**src/rtl/core/bbr_pkg.sv**
```systemverilog
// Shared types and constants for the 3x3 RGB box blur.
package bbr_pkg;

	localparam int CH_W     = 8;
	localparam int NUM_CH   = 3;
	localparam int PIX_W    = CH_W * NUM_CH;
	localparam int COL_W    = 10;
	localparam int SUM_W    = 12;
	localparam int N_W      = 4;
	localparam int WIDTH_W  = 11;
	localparam int HEIGHT_W = 13;
	localparam int CFG_W    = 13;
	localparam int CFG_IDX_W = 1;

	localparam logic OP_PUSH  = 1'b0;
	localparam logic OP_DRAIN = 1'b1;

	localparam logic [CFG_IDX_W-1:0] CFG_WIDTH  = 1'b0;
	localparam logic [CFG_IDX_W-1:0] CFG_HEIGHT = 1'b1;

	typedef logic [NUM_CH-1:0][CH_W-1:0] pix_t;

	typedef struct packed {
		logic            emit;
		logic            last;
		logic [N_W-1:0]  n;
		logic [2:0]      row_ok;
		logic [2:0]      col_ok;
		logic [2:0][1:0] row_slot;
		logic [2:0][1:0] col_bank;
		logic [2:0][2:0] fwd;
		logic            we;
		logic [1:0]      wslot;
		logic [1:0]      wbank;
	} ctl_t;

	typedef struct packed {
		logic                         valid;
		logic                         last;
		logic [N_W-1:0]               n;
		logic [NUM_CH-1:0][SUM_W-1:0] rem;
		logic [NUM_CH-1:0][CH_W-1:0]  quo;
	} div_t;

endpackage

```
**src/rtl/core/bbr_div_cell.sv**
```systemverilog
// One cell of the divider chain: resolves one quotient bit for all three channels.
module bbr_div_cell #(
	parameter int BIT = 7
) (
	input  logic         clk,
	input  logic         arst_n,
	input  logic         en,
	input  bbr_pkg::div_t d_in,
	output bbr_pkg::div_t d_out
);

	logic [bbr_pkg::SUM_W-1:0] dvs;
	bbr_pkg::div_t             nxt;
	bbr_pkg::div_t             data_q;
	logic                      valid_q;

	assign dvs = bbr_pkg::SUM_W'(d_in.n) << BIT;

	always_comb begin
		nxt = d_in;
		for (int ch = 0; ch < bbr_pkg::NUM_CH; ch++) begin
			if (d_in.rem[ch] >= dvs) begin
				nxt.rem[ch]      = d_in.rem[ch] - dvs;
				nxt.quo[ch][BIT] = 1'b1;
			end
		end
	end

	always_ff @(posedge clk or negedge arst_n) begin
		if (!arst_n) begin
			valid_q <= 1'b0;
		end else if (en) begin
			valid_q <= d_in.valid;
		end
	end

	always_ff @(posedge clk) begin
		if (en) begin
			data_q <= nxt;
		end
	end

	always_comb begin
		d_out       = data_q;
		d_out.valid = valid_q;
	end

endmodule

```
**config.mk**
```make
export PLATFORM = sky130hd
export DESIGN_NAME = bbr_div_cell
export DESIGN_NICKNAME = d
export VERILOG_FILES = /design/src/rtl/core/bbr_pkg.sv /design/src/rtl/core/bbr_div_cell.sv
export SDC_FILE = /design/constraint.sdc
export NUM_CORES = 1
export LEC_CHECK = 0
export BUFFER_PORTS_ARGS = -buffer_cell sky130_fd_sc_hd__buf_2
export CAP_MARGIN = 40
export CELL_PAD_IN_SITES_DETAIL_PLACEMENT = 1
export CELL_PAD_IN_SITES_GLOBAL_PLACEMENT = 1
export CORE_MARGIN = 1
export CORE_UTILIZATION = 35
export CTS_BUF_LIST = sky130_fd_sc_hd__clkbuf_2 sky130_fd_sc_hd__clkbuf_4 sky130_fd_sc_hd__clkbuf_8
export CTS_CLUSTER_DIAMETER = 200
export DETAILED_ROUTE_END_ITERATION = 7
export HOLD_SLACK_MARGIN = 0.12
export PLACE_DENSITY_LB_ADDON = 0.1
export SLEW_MARGIN = 25
export SYNTH_ARGS = -nofsm -noshare
export SYNTH_HDL_FRONTEND = slang
export SYNTH_SLANG_ARGS = --single-unit
```
**constraint.sdc**
```tcl
create_clock -name clk -period 2 [get_ports clk]
set_input_delay 0.1 -clock clk [delete_from_list [all_inputs] [get_ports clk]]
set_output_delay 0.1 -clock clk [all_outputs]
set_load 0.005 [all_outputs]
```
==> run metrics <==
Post-Synthesis Cells=around 150; TritonCTS buffer count=9; Die X=between 80 and 90 um; Starting Density=36.7%; worst hold path type=in2reg; CP Capture Type=flop; Relative slew margins=around 64%; Syn Std Cell Area=2710 um^2; Area contributors post-synth=edfxtp_1, ha_1, mux2_2; Synth Flop Type=edfxtp_1; via count=2088; crit-path max FO=6; cell area after layout=4430 um^2; DR WL/cell=16.0 um; Syn Nets=233; Yosys top cell by area=edfxtp_1; arrival time worst endpoint=2.00 ns; Hold Vio Cnt, Final=0; most common cell in the netlist=edfxtp_1; post-DP HPWL=4670 um; gr ovfl total=0; clock skew=0 ns; period utilization=between 90% and 100%; number of synthesized flops with an enable pin=65; core area=about 7400 um^2; CTS tree=yes; num ports=135; #FFs+latches synth=66; Period minus WS final=about 1.9 ns; vias in the first global route=2309; Remaining DRCs=0; CTS clk-pin slew, worst paths=0.07 ns; maximum clock rate=522 MHz; syn avg cell area=18.2 um^2; post-synth top area share=between 70 and 80%; first-pass iteration count of the detailed router=2; Seq/Total Area, Yosys=roughly three quarters; Final nets=439; largest net degree at the start of global routing=26; yosys warns=0; required time of the critical path=2.08 ns; std cell rows=31; Synth cell types=23; CP startpoint kind=primary input; Iter 0 DRT Violations=68; Max Cap Viol=0; outcome=complete, no violations; unrepaired setup endpoints after global routing=false; antenna violations before repair=1; dpl cell area=3530 um^2; Antenna Violating Nets Remaining=0; Total Power=about 0.0037 W; synth cell count leaders=edfxtp_1, ha_1, inv_1; die area=8090 um^2; share of cells above drive strength 1=between 40% and 50%; # H-tree levels=3; Worst-Margin Slew=~0.53 ns; VDD IR max=0.000410 V; critical path type=in2reg; Post-Route Setup TNS=0 ns; Clock Sinks=66; Static Leak=1.91 nW; CTS Buffer Depth=2; total global-route track usage=about a fifth; DRT Wirelength=7370 um; Port Buffers=approximately 130; ys async rst share=1.52%; Placer Congestion=0.744; first-pass GRT wire length=11600 um; Setup Viol. Count Final=0; Worst-Skew Late Latency=0.33 ns; Layout area overhead=63.7%; PwrDens=828 nW/um^2; Slew Limit Fails=0; die height=around 90 um; clk root buf=clkbuf_8; vias per inst=~4.5
==> cell type report <==
cell class	instances	area, um^2
inverters	9	33.8
fillers	757	2940
repair buffers	196	1310
clock inverters	6	113
well taps	99	124
flip-flops and latches	66	1980
diodes	1	2.50
clock buffers	10	138
multi-input cells	73	734
==> routing by layer <==
metal  GRT usage [%]  vias up  share of wire (%)
met3            3.72        5                4.4
met1            21.0     1025                 38
met2            35.6       65                 57
met5               0        -                  0
li1                -      993                  -
met4            6.45        0               0.69
==> cell usage in the layout, fill, tap and decap left out <==
master and n:
inv_1 8, a21oi_1 6, a211oi_4 2, and2_2 1
or2_2 3, xor2_1 6, diode_2 1, and2_1 2
a21o_1 5, dlygate4sd3_1 60, bufinv_16 3, fa_1 3
nand3_1 3, dfrtp_1 1, clkbuf_8 10, mux2_2 7
clkinv_2 1, clkinv_4 1, xnor2_1 3, nor4b_1 3
a211oi_2 1, ha_1 9, edfxtp_1 65, buf_2 134
inv_6 1, ha_2 3, mux2i_1 3, buf_12 2
a31oi_1 3, inv_2 1, nor4_1 3, o21ai_4 3
a21o_2 1, mux2_1 3
==> worst paths after layout <==
path	start	to	slack, ns	cells after the start
setup / recovery	d_in[45]	d_out[46]$_DFFE_PP_	0.08	7
hold / removal	d_in[56]	d_out[56]$_DFFE_PP_	0.15	2
setup reg to reg	valid_q$_DFFE_PN0P_	valid_q$_DFFE_PN0P_	1.26	1
hold reg to reg	valid_q$_DFFE_PN0P_	valid_q$_DFFE_PN0P_	0.51	1
max in group asynchronous	arst_n	valid_q$_DFFE_PN0P_	1.24	3
min in group asynchronous	arst_n	valid_q$_DFFE_PN0P_	0.66	3
==> worst max-delay path: stages <==
cell and delay [ns]:
dlygate4sd3_1 0.54, buf_2 0.13, ha_1 0.35, a21o_1 0.23
a211oi_4 0.24, o21ai_4 0.12, mux2_2 0.28
==> repair_timing <==
| action | CTS | global route |
|---|---|---|
| setup endpoints to repair | 0 | 10 |
| resized for setup | 0 | 9 |
| hold buffers | 60 | 0 |
| endpoints found under the hold margin | 59 | 0 |
| buffers inserted | 0 | 0 |
==> per-stage QoR <==
stage	hold WS [ns]	util [%]	setup WS, ns	cells
detailed placement	-0.122	48.0	0.0976	383
global route	0.137	60.2	0.0306	460
floorplan	-0.196	-	0.404	149
global placement	-0.125	48.0	0.0692	383
finish	0.150	60.2	0.0848	460
CTS	0.131	59.5	0.0198	459
==> cell families (layout without fill, tap and decap cells) <==
| logic type | count (synthesis) | in the layout | synth area share (%) |
|---|---|---|---|
| AO/OA/AOI/OAI | 21 | 21 | 5.87 |
| XOR/XNOR | 9 | 9 | 2.91 |
| adder cells (fa/ha/maj) | 15 | 15 | 7.76 |
| buffers and inverters | 10 | 221 | 1.52 |
| flip-flops | 66 | 66 | 73.0 |
| multiplexers | 13 | 13 | 5.27 |
| other | 0 | 1 | 0 |
| AND/OR/NAND/NOR | 15 | 15 | 3.65 |
==> report_power, final <==
part	internal, W	switching (W)	leakage, nW	total (W)
clock	0.000867	0.000514	0.127	0.00138
sequential	0.00167	0.0000313	0.648	0.00170
combinational	0.000325	0.000262	1.14	0.000587
==> sequential cells by signal (all words and copies together), names as in the netlist <==
signal	cells
valid_q	1
d_out	65
(Power assumes the default switching activity.)
