===== config.mk =====
export PLATFORM = sky130hd
export DESIGN_NAME = bbr_ctrl
export DESIGN_NICKNAME = d
export VERILOG_FILES = /design/src/rtl/core/bbr_pkg.sv /design/src/rtl/core/bbr_ctrl.sv
export SDC_FILE = /design/constraint.sdc
export NUM_CORES = 1
export LEC_CHECK = 0
export ABC_AREA = 1
export BUFFER_PORTS_ARGS = -buffer_cell sky130_fd_sc_hd__clkbuf_2
export CAP_MARGIN = 40
export CORE_MARGIN = 2
export CORE_UTILIZATION = 45
export CTS_BUF_LIST = sky130_fd_sc_hd__clkbuf_4
export DETAILED_ROUTE_END_ITERATION = 8
export PLACE_DENSITY = 0.72
export SLEW_MARGIN = 5
export SYNTH_ARGS = -nofsm -noshare
export SYNTH_HDL_FRONTEND = slang
export SYNTH_SLANG_ARGS = --single-unit

===== constraint.sdc =====
create_clock -name clk -period 7.4 [get_ports clk]
set_clock_uncertainty 0.2 [all_clocks]
set_input_delay 0 -clock clk [delete_from_list [all_inputs] [get_ports clk]]
set_output_delay 0 -clock clk [all_outputs]
set_load 0.01 [all_outputs]

===== src/rtl/core/bbr_pkg.sv =====
// Shared types and constants for the 3x3 RGB box blur.
package bbr_pkg;

	localparam int CH_W     = 8;
	localparam int NUM_CH   = 3;
	localparam int PIX_W    = CH_W * NUM_CH;
	localparam int COL_W    = 10;
	localparam int SUM_W    = 12;
	localparam int N_W      = 4;
	localparam int WIDTH_W  = 11;
	localparam int HEIGHT_W = 13;
	localparam int CFG_W    = 13;
	localparam int CFG_IDX_W = 1;

	localparam logic OP_PUSH  = 1'b0;
	localparam logic OP_DRAIN = 1'b1;

	localparam logic [CFG_IDX_W-1:0] CFG_WIDTH  = 1'b0;
	localparam logic [CFG_IDX_W-1:0] CFG_HEIGHT = 1'b1;

	typedef logic [NUM_CH-1:0][CH_W-1:0] pix_t;

	typedef struct packed {
		logic            emit;
		logic            last;
		logic [N_W-1:0]  n;
		logic [2:0]      row_ok;
		logic [2:0]      col_ok;
		logic [2:0][1:0] row_slot;
		logic [2:0][1:0] col_bank;
		logic [2:0][2:0] fwd;
		logic            we;
		logic [1:0]      wslot;
		logic [1:0]      wbank;
	} ctl_t;

	typedef struct packed {
		logic                         valid;
		logic                         last;
		logic [N_W-1:0]               n;
		logic [NUM_CH-1:0][SUM_W-1:0] rem;
		logic [NUM_CH-1:0][CH_W-1:0]  quo;
	} div_t;

endpackage


===== src/rtl/core/bbr_ctrl.sv =====
// Frame counters, output scheduling and line store addressing.
module bbr_ctrl #(
	parameter int MAX_WIDTH  = 1024,
	parameter int MAX_HEIGHT = 4096,
	parameter int AW         = 9
) (
	input  logic                             clk,
	input  logic                             arst_n,
	input  logic                             acc,
	input  logic                             op,
	input  logic                             cfg_we,
	input  logic [bbr_pkg::CFG_IDX_W-1:0]    cfg_index,
	input  logic [bbr_pkg::CFG_W-1:0]        cfg_data,
	output bbr_pkg::ctl_t                    ctl,
	output logic [AW-1:0]                    waddr,
	output logic [2:0][AW-1:0]               raddr
);

	localparam int CW    = $clog2(MAX_WIDTH + 1);
	localparam int RW    = $clog2(MAX_HEIGHT + 1);
	localparam int RST_W = (640 > MAX_WIDTH) ? MAX_WIDTH : 640;
	localparam int RST_H = (480 > MAX_HEIGHT) ? MAX_HEIGHT : 480;

	function automatic logic [1:0] nxt3(input logic [1:0] v);
		return (v == 2'd2) ? 2'd0 : v + 2'd1;
	endfunction

	function automatic logic [1:0] prv3(input logic [1:0] v);
		return (v == 2'd0) ? 2'd2 : v - 2'd1;
	endfunction

	function automatic logic rdy(input logic [RW-1:0] ir, input logic [CW-1:0] ic,
		input logic dn, input logic [RW-1:0] r, input logic [CW-1:0] c);
		return dn || (ir > r) || ((ir == r) && (ic > c));
	endfunction

	logic [CW-1:0] w_q;
	logic [RW-1:0] h_q;
	logic [RW-1:0] in_row_q;
	logic [CW-1:0] in_col_q;
	logic          in_done_q;
	logic [1:0]    in_slot_q;
	logic [AW-1:0] in_q3_q;
	logic [1:0]    in_m3_q;
	logic [RW-1:0] out_row_q;
	logic [CW-1:0] out_col_q;
	logic [1:0]    out_slot_q;
	logic [AW-1:0] out_q3_q;
	logic [1:0]    out_m3_q;

	logic [bbr_pkg::WIDTH_W-1:0]  cfg_w;
	logic [bbr_pkg::HEIGHT_W-1:0] cfg_h;
	logic [CW-1:0] w_d;
	logic [RW-1:0] h_d;

	logic [RW-1:0] orow_inc, nr, irow_inc, in_row_p;
	logic [CW-1:0] ocol_inc, nc, icol_inc, in_col_p;
	logic          push, icol_wrap, in_done_p;
	logic          ready_pre, ready_post, emit, late;
	logic          ocol_wrap, frame_last, restart;
	logic [1:0]    rcnt, ccnt;
	logic [2:0][1:0]    rs, cb;
	logic [2:0][AW-1:0] ca;

	assign cfg_w = cfg_data[bbr_pkg::WIDTH_W-1:0];
	assign cfg_h = cfg_data[bbr_pkg::HEIGHT_W-1:0];
	assign w_d = (cfg_w == '0) ? CW'(1) :
		(int'(cfg_w) > MAX_WIDTH) ? CW'(MAX_WIDTH) : CW'(cfg_w);
	assign h_d = (cfg_h == '0) ? RW'(1) :
		(int'(cfg_h) > MAX_HEIGHT) ? RW'(MAX_HEIGHT) : RW'(cfg_h);

	assign orow_inc = out_row_q + RW'(1);
	assign ocol_inc = out_col_q + CW'(1);
	assign nr = (orow_inc < h_q) ? orow_inc : h_q - RW'(1);
	assign nc = (ocol_inc < w_q) ? ocol_inc : w_q - CW'(1);

	assign push      = (op == bbr_pkg::OP_PUSH) && !in_done_q;
	assign icol_inc  = in_col_q + CW'(1);
	assign icol_wrap = icol_inc >= w_q;
	assign irow_inc  = in_row_q + RW'(1);
	assign in_col_p  = push ? (icol_wrap ? '0 : icol_inc) : in_col_q;
	assign in_row_p  = (push && icol_wrap) ? irow_inc : in_row_q;
	assign in_done_p = in_done_q || (push && icol_wrap && (irow_inc >= h_q));

	assign ready_pre  = rdy(in_row_q, in_col_q, in_done_q, nr, nc);
	assign ready_post = rdy(in_row_p, in_col_p, in_done_p, nr, nc);
	assign emit       = ready_pre || ready_post;
	assign late       = !ready_pre;

	assign ocol_wrap  = ocol_inc >= w_q;
	assign frame_last = ocol_wrap && (orow_inc >= h_q);
	assign restart    = cfg_we || (acc && emit && frame_last);

	assign rs[0] = prv3(out_slot_q);
	assign rs[1] = out_slot_q;
	assign rs[2] = nxt3(out_slot_q);
	assign cb[0] = prv3(out_m3_q);
	assign cb[1] = out_m3_q;
	assign cb[2] = nxt3(out_m3_q);
	assign ca[0] = (out_m3_q == 2'd0) ? out_q3_q - AW'(1) : out_q3_q;
	assign ca[1] = out_q3_q;
	assign ca[2] = (out_m3_q == 2'd2) ? out_q3_q + AW'(1) : out_q3_q;

	assign rcnt = 2'd1 + {1'b0, out_row_q != '0} + {1'b0, orow_inc < h_q};
	assign ccnt = 2'd1 + {1'b0, out_col_q != '0} + {1'b0, ocol_inc < w_q};

	always_comb begin
		for (int b = 0; b < 3; b++) begin
			raddr[b] = ca[1];
			for (int d = 0; d < 3; d++) begin
				if (cb[d] == 2'(b)) begin
					raddr[b] = ca[d];
				end
			end
		end
	end

	always_comb begin
		ctl          = '0;
		ctl.emit     = acc && emit;
		ctl.last     = frame_last;
		ctl.n        = {2'b00, rcnt} * {2'b00, ccnt};
		ctl.row_ok   = {orow_inc < h_q, 1'b1, out_row_q != '0};
		ctl.col_ok   = {ocol_inc < w_q, 1'b1, out_col_q != '0};
		ctl.row_slot = rs;
		ctl.col_bank = cb;
		for (int r = 0; r < 3; r++) begin
			for (int c = 0; c < 3; c++) begin
				ctl.fwd[r][c] = late && push && (in_slot_q == rs[r]) &&
					(in_m3_q == cb[c]) && (in_q3_q == ca[c]);
			end
		end
		ctl.we    = acc && push;
		ctl.wslot = in_slot_q;
		ctl.wbank = in_m3_q;
	end

	assign waddr = in_q3_q;

	always_ff @(posedge clk or negedge arst_n) begin
		if (!arst_n) begin
			w_q        <= CW'(RST_W);
			h_q        <= RW'(RST_H);
			in_row_q   <= '0;
			in_col_q   <= '0;
			in_done_q  <= 1'b0;
			in_slot_q  <= '0;
			in_q3_q    <= '0;
			in_m3_q    <= '0;
			out_row_q  <= '0;
			out_col_q  <= '0;
			out_slot_q <= '0;
			out_q3_q   <= '0;
			out_m3_q   <= '0;
		end else begin
			if (cfg_we) begin
				unique case (cfg_index)
					bbr_pkg::CFG_WIDTH:  w_q <= w_d;
					bbr_pkg::CFG_HEIGHT: h_q <= h_d;
				endcase
			end
			if (restart) begin
				in_row_q   <= '0;
				in_col_q   <= '0;
				in_done_q  <= 1'b0;
				in_slot_q  <= '0;
				in_q3_q    <= '0;
				in_m3_q    <= '0;
				out_row_q  <= '0;
				out_col_q  <= '0;
				out_slot_q <= '0;
				out_q3_q   <= '0;
				out_m3_q   <= '0;
			end else if (acc) begin
				if (push) begin
					in_done_q <= in_done_p;
					if (icol_wrap) begin
						in_col_q  <= '0;
						in_q3_q   <= '0;
						in_m3_q   <= '0;
						in_row_q  <= irow_inc;
						in_slot_q <= nxt3(in_slot_q);
					end else begin
						in_col_q <= icol_inc;
						if (in_m3_q == 2'd2) begin
							in_m3_q <= 2'd0;
							in_q3_q <= in_q3_q + AW'(1);
						end else begin
							in_m3_q <= in_m3_q + 2'd1;
						end
					end
				end
				if (emit) begin
					if (ocol_wrap) begin
						out_col_q  <= '0;
						out_q3_q   <= '0;
						out_m3_q   <= '0;
						out_row_q  <= orow_inc;
						out_slot_q <= nxt3(out_slot_q);
					end else begin
						out_col_q <= ocol_inc;
						if (out_m3_q == 2'd2) begin
							out_m3_q <= 2'd0;
							out_q3_q <= out_q3_q + AW'(1);
						end else begin
							out_m3_q <= out_m3_q + 2'd1;
						end
					end
				end
			end
		end
	end

endmodule


==> results.py, run 1 <==
metrics = {
    "floorplanning": {
        "dieArea_um2": 23000,
        "start_util": 0.455,
        "die_y_um": 152,
        "die_w_um": 152,
        "core-area_um2": 21600,
        "ios": 93,
        "row_count": 54,
    },
    "sta": {
        "min_period_ns": 6.68,
        "tns_ns": 0,
        "setup_viol": 0,
        "tightestPinTransition_ns": 0.890,
        "finalHoldViolCount": 0,
        "drv_slew": 0,
        "setup_slack_ns": 0.720,
        "rsz0062_at_grt": "false",
        "max_clock_freq_mhz": 150,
        "slew_headroom": 0.405,
        "period_share": 0.903,
    },
    "synth": {
        "async_flop_share": 1.00,
        "yosysUniqueCellTypes": 55,
        "synth_top_area_cell": "dfrtp_1",
        "ys_ff_latch": 99,
        "synth_area_um2": 9830,
        "synth_top_area_share": 0.237,
        "synth_edf_count": 0,
        "syn_inst": 1399,
        "synth_ff_type": "dfrtp_1",
        "synth_seq_area_share": 0.253,
        "synth_warnings": 0,
        "synth.avg_cell_area_um2": 7.02,
        "yosys-top-cells-area": "dfrtp_1 (24%), ha_1 (15%), nand2_1 (12%), inv_1 (7.3%), xor2_1 (6.4%)",
    },
    "grt": {
        "grt_start_max_net_pins": 62,
        "grt_pass1_vias": 8718,
        "grt_antenna_before_repair": 1,
        "grt_pass1_wl_mm": 45.6,
        "grt_remaining_overflow": 0,
        "grt_use_total": 0.255,
    },
    "critical_path": {
        "cp-end-kind": "primary output",
        "cp_top_family": "simple AND/OR/NAND/NOR gates",
        "start_kind": "flip-flop",
        "criticalPathCategory": "reg -> out",
        "r2r-end": "in_row_q[4]$_DFFE_PN0P_",
        "worstReg2RegStart": "out_row_q[0]$_DFFE_PN0P_",
        "required_ns": 7.20,
        "path_buf_inv": 6,
        "cpMostUsedCell": "nor2_1",
        "cp.arrival_ns": 6.48,
        "r2r_setup_slack_ns": 0.88,
        "crit_slowest_cell": "dfrtp_1",
        "slowest_delay_ns": 0.46,
        "reg2reg_depth": 33,
        "crit_fanout": 20,
    },
    "layout": {
        "area_delta_synth_final_pct": 10.9,
        "nets": 1628,
        "final_cell_mix": "nand2_1 (315), inv_1 (192), nor2_1 (119), o21ai_0 (119), ha_1 (115)",
        "drive_above_1_share": 0.117,
        "final_common_cell": "nand2_1",
        "utilization": 0.504,
        "fill_cells": 2131,
    },
    "detailed_routing": {
        "wl_met1_mm": 13.2,
        "wl_per_cell_um": 16.2,
        "drt.antenna.violating_nets": 0,
        "wl_met3_mm": 1.86,
        "drc": 0,
        "routed-via-count": 9570,
        "met2_length_mm": 12.6,
        "firstDrtPassIters": 5,
        "route.detailed.vias_per_inst": 5.38,
        "top_layer": "met4",
        "routed_wl_mm": 28.8,
        "drt_iter0_markers": 704,
    },
    "clock_network": {
        "clk_pin_slew_worst_paths_ns": 0.18,
        "cts.sinks": 99,
        "cts_max_level": 3,
        "cts_buffers": 9,
        "clock_latency_ns": 0.52,
        "root_buffer": "clkbuf_4",
        "cts_tree": "built",
        "clockBufferDepth": 2,
    },
    "power": {
        "vdd_ir_drop_max_mv": 0.279,
        "p_leak_nw": 5.73,
        "p_total_mw": 3.80,
        "power_density_nw_per_um2": 349,
    },
    "min_path": {
        "holdPathStages": 6,
        "holdPathEnd": "in_col_q[2]$_DFFE_PN0P_",
        "hold_class": "in -> reg",
        "min_from": "op",
    },
    "place": {
        "place.gp.congestion": 1.01,
        "dpl.hpwl_mm": 22.8,
        "io_buffers": 90,
        "pre_cts_ws_ns": 0.986,
    },
    "job": {
        "max-cap-violations": 0,
    },
    "status": {
        "outcome": "finished, final reports clean",
    },
}
-- power breakdown --
| group | internal, mW | switching, mW | total (mW) |
|---|---|---|---|
| combinational | 0.954 | 1.80 | 2.75 |
| sequential | 0.627 | 0.129 | 0.755 |
| clock | 0.0744 | 0.217 | 0.291 |
-- stage by stage --
stage          area, um^2  hold WS (ns)  cells
2_1_floorplan        9830        -0.496   1400
3_3_place_gp        10400        -0.204   1732
3_5_place_dp        10400        -0.204   1732
4_1_cts             10900        0.0419   1779
5_1_grt             10900         0.118   1780
6_report            10900        0.0697   1780
-- area by class of cell --
class	count	area, um^2	share of cell area
multi-input combinational	1059	6380	0.585
antenna	1	2.50	0.000230
timing repair buffer	124	796	0.0730
clock inverter	7	58.8	0.00540
sequential	99	2480	0.228
inverter	201	757	0.0695
clock buffer	9	67.6	0.00620
tap	280	350	0.0322
-- worst max-delay path by stage --
stage | cells past startpoint | end | start | slack (ns)
3_3_place_gp | 33 | in_slot_q[0]$_DFFE_PN0P_ | out_row_q[0]$_DFFE_PN0P_ | 1.15
4_1_cts | 32 | ctl[11] | out_row_q[0]$_DFFE_PN0P_ | 0.73
6_report | 30 | ctl[11] | out_row_q[0]$_DFFE_PN0P_ | 0.72
5_1_grt | 32 | ctl[10] | out_row_q[0]$_DFFE_PN0P_ | 0.11
2_1_floorplan | 36 | in_slot_q[0]$_DFFE_PN0P_ | out_row_q[0]$_DFFE_PN0P_ | 2.27
3_5_place_dp | 35 | in_row_q[5]$_DFFE_PN0P_ | out_row_q[0]$_DFFE_PN0P_ | 0.99
-- worst reg2reg max path, delay by kind of cell, from the launching register on --
family          cells  cell delay (ns)
xor+xnor            1             0.31
simple gates       20             2.88
flops               1             0.46
buf+inv             4             0.56
fa+ha+maj           3             0.89
compound gates      5             1.20
-- cell families (layout without fill, tap and decap cells) --
| logic type | Yosys count | count (layout) | synth area share |
|---|---|---|---|
| flops | 99 | 99 | 0.253 |
| fa+ha+maj | 115 | 115 | 0.146 |
| xor+xnor | 87 | 87 | 0.0775 |
| buf+inv | 242 | 341 | 0.0987 |
| other cells | 1 | 3 | 0.000382 |
| simple gates | 616 | 616 | 0.283 |
| compound gates | 239 | 239 | 0.141 |
-- synthesized netlist by cell type, types with 3 or more instances --
cell type / number
ha_1: 115
clkbuf_1: 26
nor4_1: 9
nor2_1: 119
nand3_1: 83
nand3b_1: 3
o21ai_0: 119
nand2_4: 7
a21oi_1: 46
nand2_1: 315
nor3_1: 18
buf_6: 5
o22ai_1: 34
dfstp_2: 6
or2_2: 5
nor2_2: 3
xor2_1: 72
o21ai_1: 5
buf_4: 4
o21ai_2: 4
inv_1: 192
inv_2: 5
nand4_1: 24
xnor2_1: 15
clkinv_1: 3
o2111ai_1: 4
nand3_2: 7
buf_2: 5
dfrtp_1: 93
o22ai_2: 6
nand2_2: 8
nor2_4: 4
-- repair_timing --
| action | in CTS | in global routing |
|---|---|---|
| gates resized for setup | 0 | 1 |
| hold buffers | 31 | 0 |
| setup buffers | 0 | 0 |
| hold endpoints to repair | 171 | 0 |
| endpoints found under the setup margin | 0 | 2 |
-- sequential cells by signal (all words and copies together) (netlist names) --
signal,flops
h_q,13
in_row_q,13
out_row_q,13
in_col_q,11
out_col_q,11
w_q,11
out_q3_q,9
waddr,9
in_m3_q,2
in_slot_q,2
out_m3_q,2
out_slot_q,2
in_done_q,1
-- layer usage --
layer	vias up	global-route usage
li1	4789	-
met1	4346	0.352
met2	363	0.402
met3	72	0.0311
met4	0	0.110
met5	-	0
Note: power is estimated with default switching activity, not from simulation.
==> run 2: changes to the inputs <==
Settings changed: CELL_PAD_IN_SITES_DETAIL_PLACEMENT set to 1, CELL_PAD_IN_SITES_GLOBAL_PLACEMENT set to 2, CORE_UTILIZATION 45 to 38, PLACE_DENSITY 0.72 to 0.95.
==> run 2 against run 1 <==
Compared with the run above: worst hold slack better by 0.0071 ns; combinational power up 4%; die area up 18%; first-iteration DRC count down 3.6%; non-clock buffer count up 8; largest power group unchanged.
==> results.py, run 2 (same netlist as run 1, synthesis figures left out) <==
metrics = {
    "critical_path": {
        "required_ns": 7.20,
        "cp-end-kind": "primary output",
        "reg2reg_depth": 35,
        "criticalPathCategory": "reg -> out",
        "slowest_delay_ns": 0.45,
        "crit_fanout": 20,
        "cp.arrival_ns": 6.39,
        "start_kind": "flip-flop",
        "crit_slowest_cell": "dfrtp_1",
        "worstReg2RegStart": "out_row_q[0]$_DFFE_PN0P_",
        "r2r_setup_slack_ns": 0.90,
        "r2r-end": "in_slot_q[1]$_DFFE_PN0P_",
    },
    "power": {
        "power_density_nw_per_um2": 357,
        "p_total_mw": 3.95,
        "p_leak_nw": 5.79,
        "vdd_ir_drop_max_mv": 0.200,
    },
    "floorplanning": {
        "start_util": 0.389,
        "core-area_um2": 25300,
        "ios": 93,
        "die_y_um": 165,
        "row_count": 58,
        "dieArea_um2": 27200,
        "die_w_um": 165,
    },
    "sta": {
        "finalHoldViolCount": 0,
        "drv_slew": 0,
        "rsz0062_at_grt": "false",
        "min_period_ns": 6.59,
        "tns_ns": 0,
        "setup_slack_ns": 0.807,
        "slew_headroom": 0.422,
        "max_clock_freq_mhz": 152,
        "period_share": 0.891,
        "tightestPinTransition_ns": 0.866,
        "setup_viol": 0,
    },
    "job": {
        "max-cap-violations": 0,
    },
    "grt": {
        "grt_start_max_net_pins": 59,
        "grt_pass1_wl_mm": 54.4,
        "grt_pass1_vias": 10200,
        "grt_antenna_before_repair": 1,
        "grt_remaining_overflow": 0,
        "grt_use_total": 0.258,
    },
    "detailed_routing": {
        "firstDrtPassIters": 5,
        "routed-via-count": 9854,
        "wl_per_cell_um": 18.4,
        "drt.antenna.violating_nets": 0,
        "routed_wl_mm": 33.8,
        "drc": 0,
        "route.detailed.vias_per_inst": 5.36,
        "drt_iter0_markers": 679,
    },
    "place": {
        "pre_cts_ws_ns": 0.768,
        "io_buffers": 90,
        "place.gp.congestion": 0.914,
        "dpl.hpwl_mm": 27.4,
    },
    "status": {
        "outcome": "finished, final reports clean",
    },
    "clock_network": {
        "cts.sinks": 99,
        "cts_buffers": 9,
        "cts_tree": "built",
        "postCtsSetupRepairBufs": 0,
        "clock_latency_ns": 0.52,
        "clk_pin_slew_worst_paths_ns": 0.17,
        "cts_max_level": 3,
        "root_buffer": "clkbuf_4",
        "clockBufferDepth": 2,
    },
    "layout": {
        "nets": 1636,
        "final_common_cell": "nand2_1",
        "area_delta_synth_final_pct": 12.6,
        "utilization": 0.438,
        "final_cell_mix": "nand2_1 (315), inv_1 (192), nor2_1 (119), o21ai_0 (119), ha_1 (115)",
        "drive_above_1_share": 0.119,
        "reg_top3": "h_q x13, in_row_q x13, out_row_q x13",
    },
    "min_path": {
        "hold_class": "in -> reg",
        "holdPathStages": 6,
        "holdPathEnd": "in_col_q[0]$_DFFE_PN0P_",
        "min_from": "op",
    },
}
run 2: changes by cell type in the layout (fill, tap and decap cells not counted), sizes merged:
| cell | change |
|---|---|
| clkinv | -3 |
| buf | +4 |
| dlygate4sd3 | +4 |
| bufinv | +1 |
| inv | +2 |
run 2: worst max-delay path, delay by kind of cell, from the launching register on:
kind | cells | cell delay, ns
buffers and inverters | 7 | 0.79
adder cells (fa/ha/maj) | 3 | 0.85
XOR/XNOR | 1 | 0.30
AO/OA/AOI/OAI | 5 | 1.09
flip-flops | 1 | 0.45
AND/OR/NAND/NOR | 16 | 2.42
run 2: area by class of cell:
cell class                 instances  area, um^2
antenna                            1        2.50
clock buffer                       9        67.6
clock inverter                     7        81.3
fill                            3321       14200
inverter                         201         761
multi-input combinational       1059        6380
sequential                        99        2480
tap                              330         413
timing repair buffer             132         873
run 2: where the power goes:
part / leakage, nW / internal [mW] / switching, mW / total [mW]
Combinational: 4.38 / 0.968 / 1.89 / 2.86
Sequential: 1.32 / 0.627 / 0.137 / 0.763
Clock: 0.0836 / 0.110 / 0.222 / 0.332
Total: 5.79 / 1.70 / 2.25 / 3.95
run 2: how the worst max path moves through the flow:
| stage | from | to | slack [ns] | cells past startpoint |
|---|---|---|---|---|
| detailed placement | out_row_q[0]$_DFFE_PN0P_ | in_row_q[11]$_DFFE_PN0P_ | 0.77 | 35 |
| CTS | out_row_q[0]$_DFFE_PN0P_ | ctl[11] | 0.55 | 32 |
| floorplan | out_row_q[0]$_DFFE_PN0P_ | in_slot_q[0]$_DFFE_PN0P_ | 2.27 | 36 |
| finish | out_row_q[0]$_DFFE_PN0P_ | ctl[10] | 0.81 | 32 |
| global placement | out_row_q[0]$_DFFE_PN0P_ | in_row_q[9]$_DFFE_PN0P_ | 1.17 | 35 |
| global route | out_row_q[0]$_DFFE_PN0P_ | ctl[9] | 0.05 | 32 |
run 2: routing by layer:
layer | GRT usage | share of wire
met3 | 0.0274 | 0.038
met5 | 0 | 0
met1 | 0.346 | 0.47
met4 | 0.0901 | 0.029
met2 | 0.431 | 0.46
run 2: stage by stage:
step | instances | cell area (um^2) | hold WS (ns)
4_1_cts | 1837 | 11100 | 0.0600
3_5_place_dp | 1786 | 10500 | -0.166
2_1_floorplan | 1400 | 9830 | -0.496
3_3_place_gp | 1784 | 10500 | -0.167
5_1_grt | 1838 | 11100 | 0.138
6_report | 1838 | 11100 | 0.0768
run 2: what timing repair did:
item	in CTS	in global routing
endpoints found under the setup margin	0	23
hold endpoints to repair	156	0
gates resized for setup	0	2
hold buffers	35	0
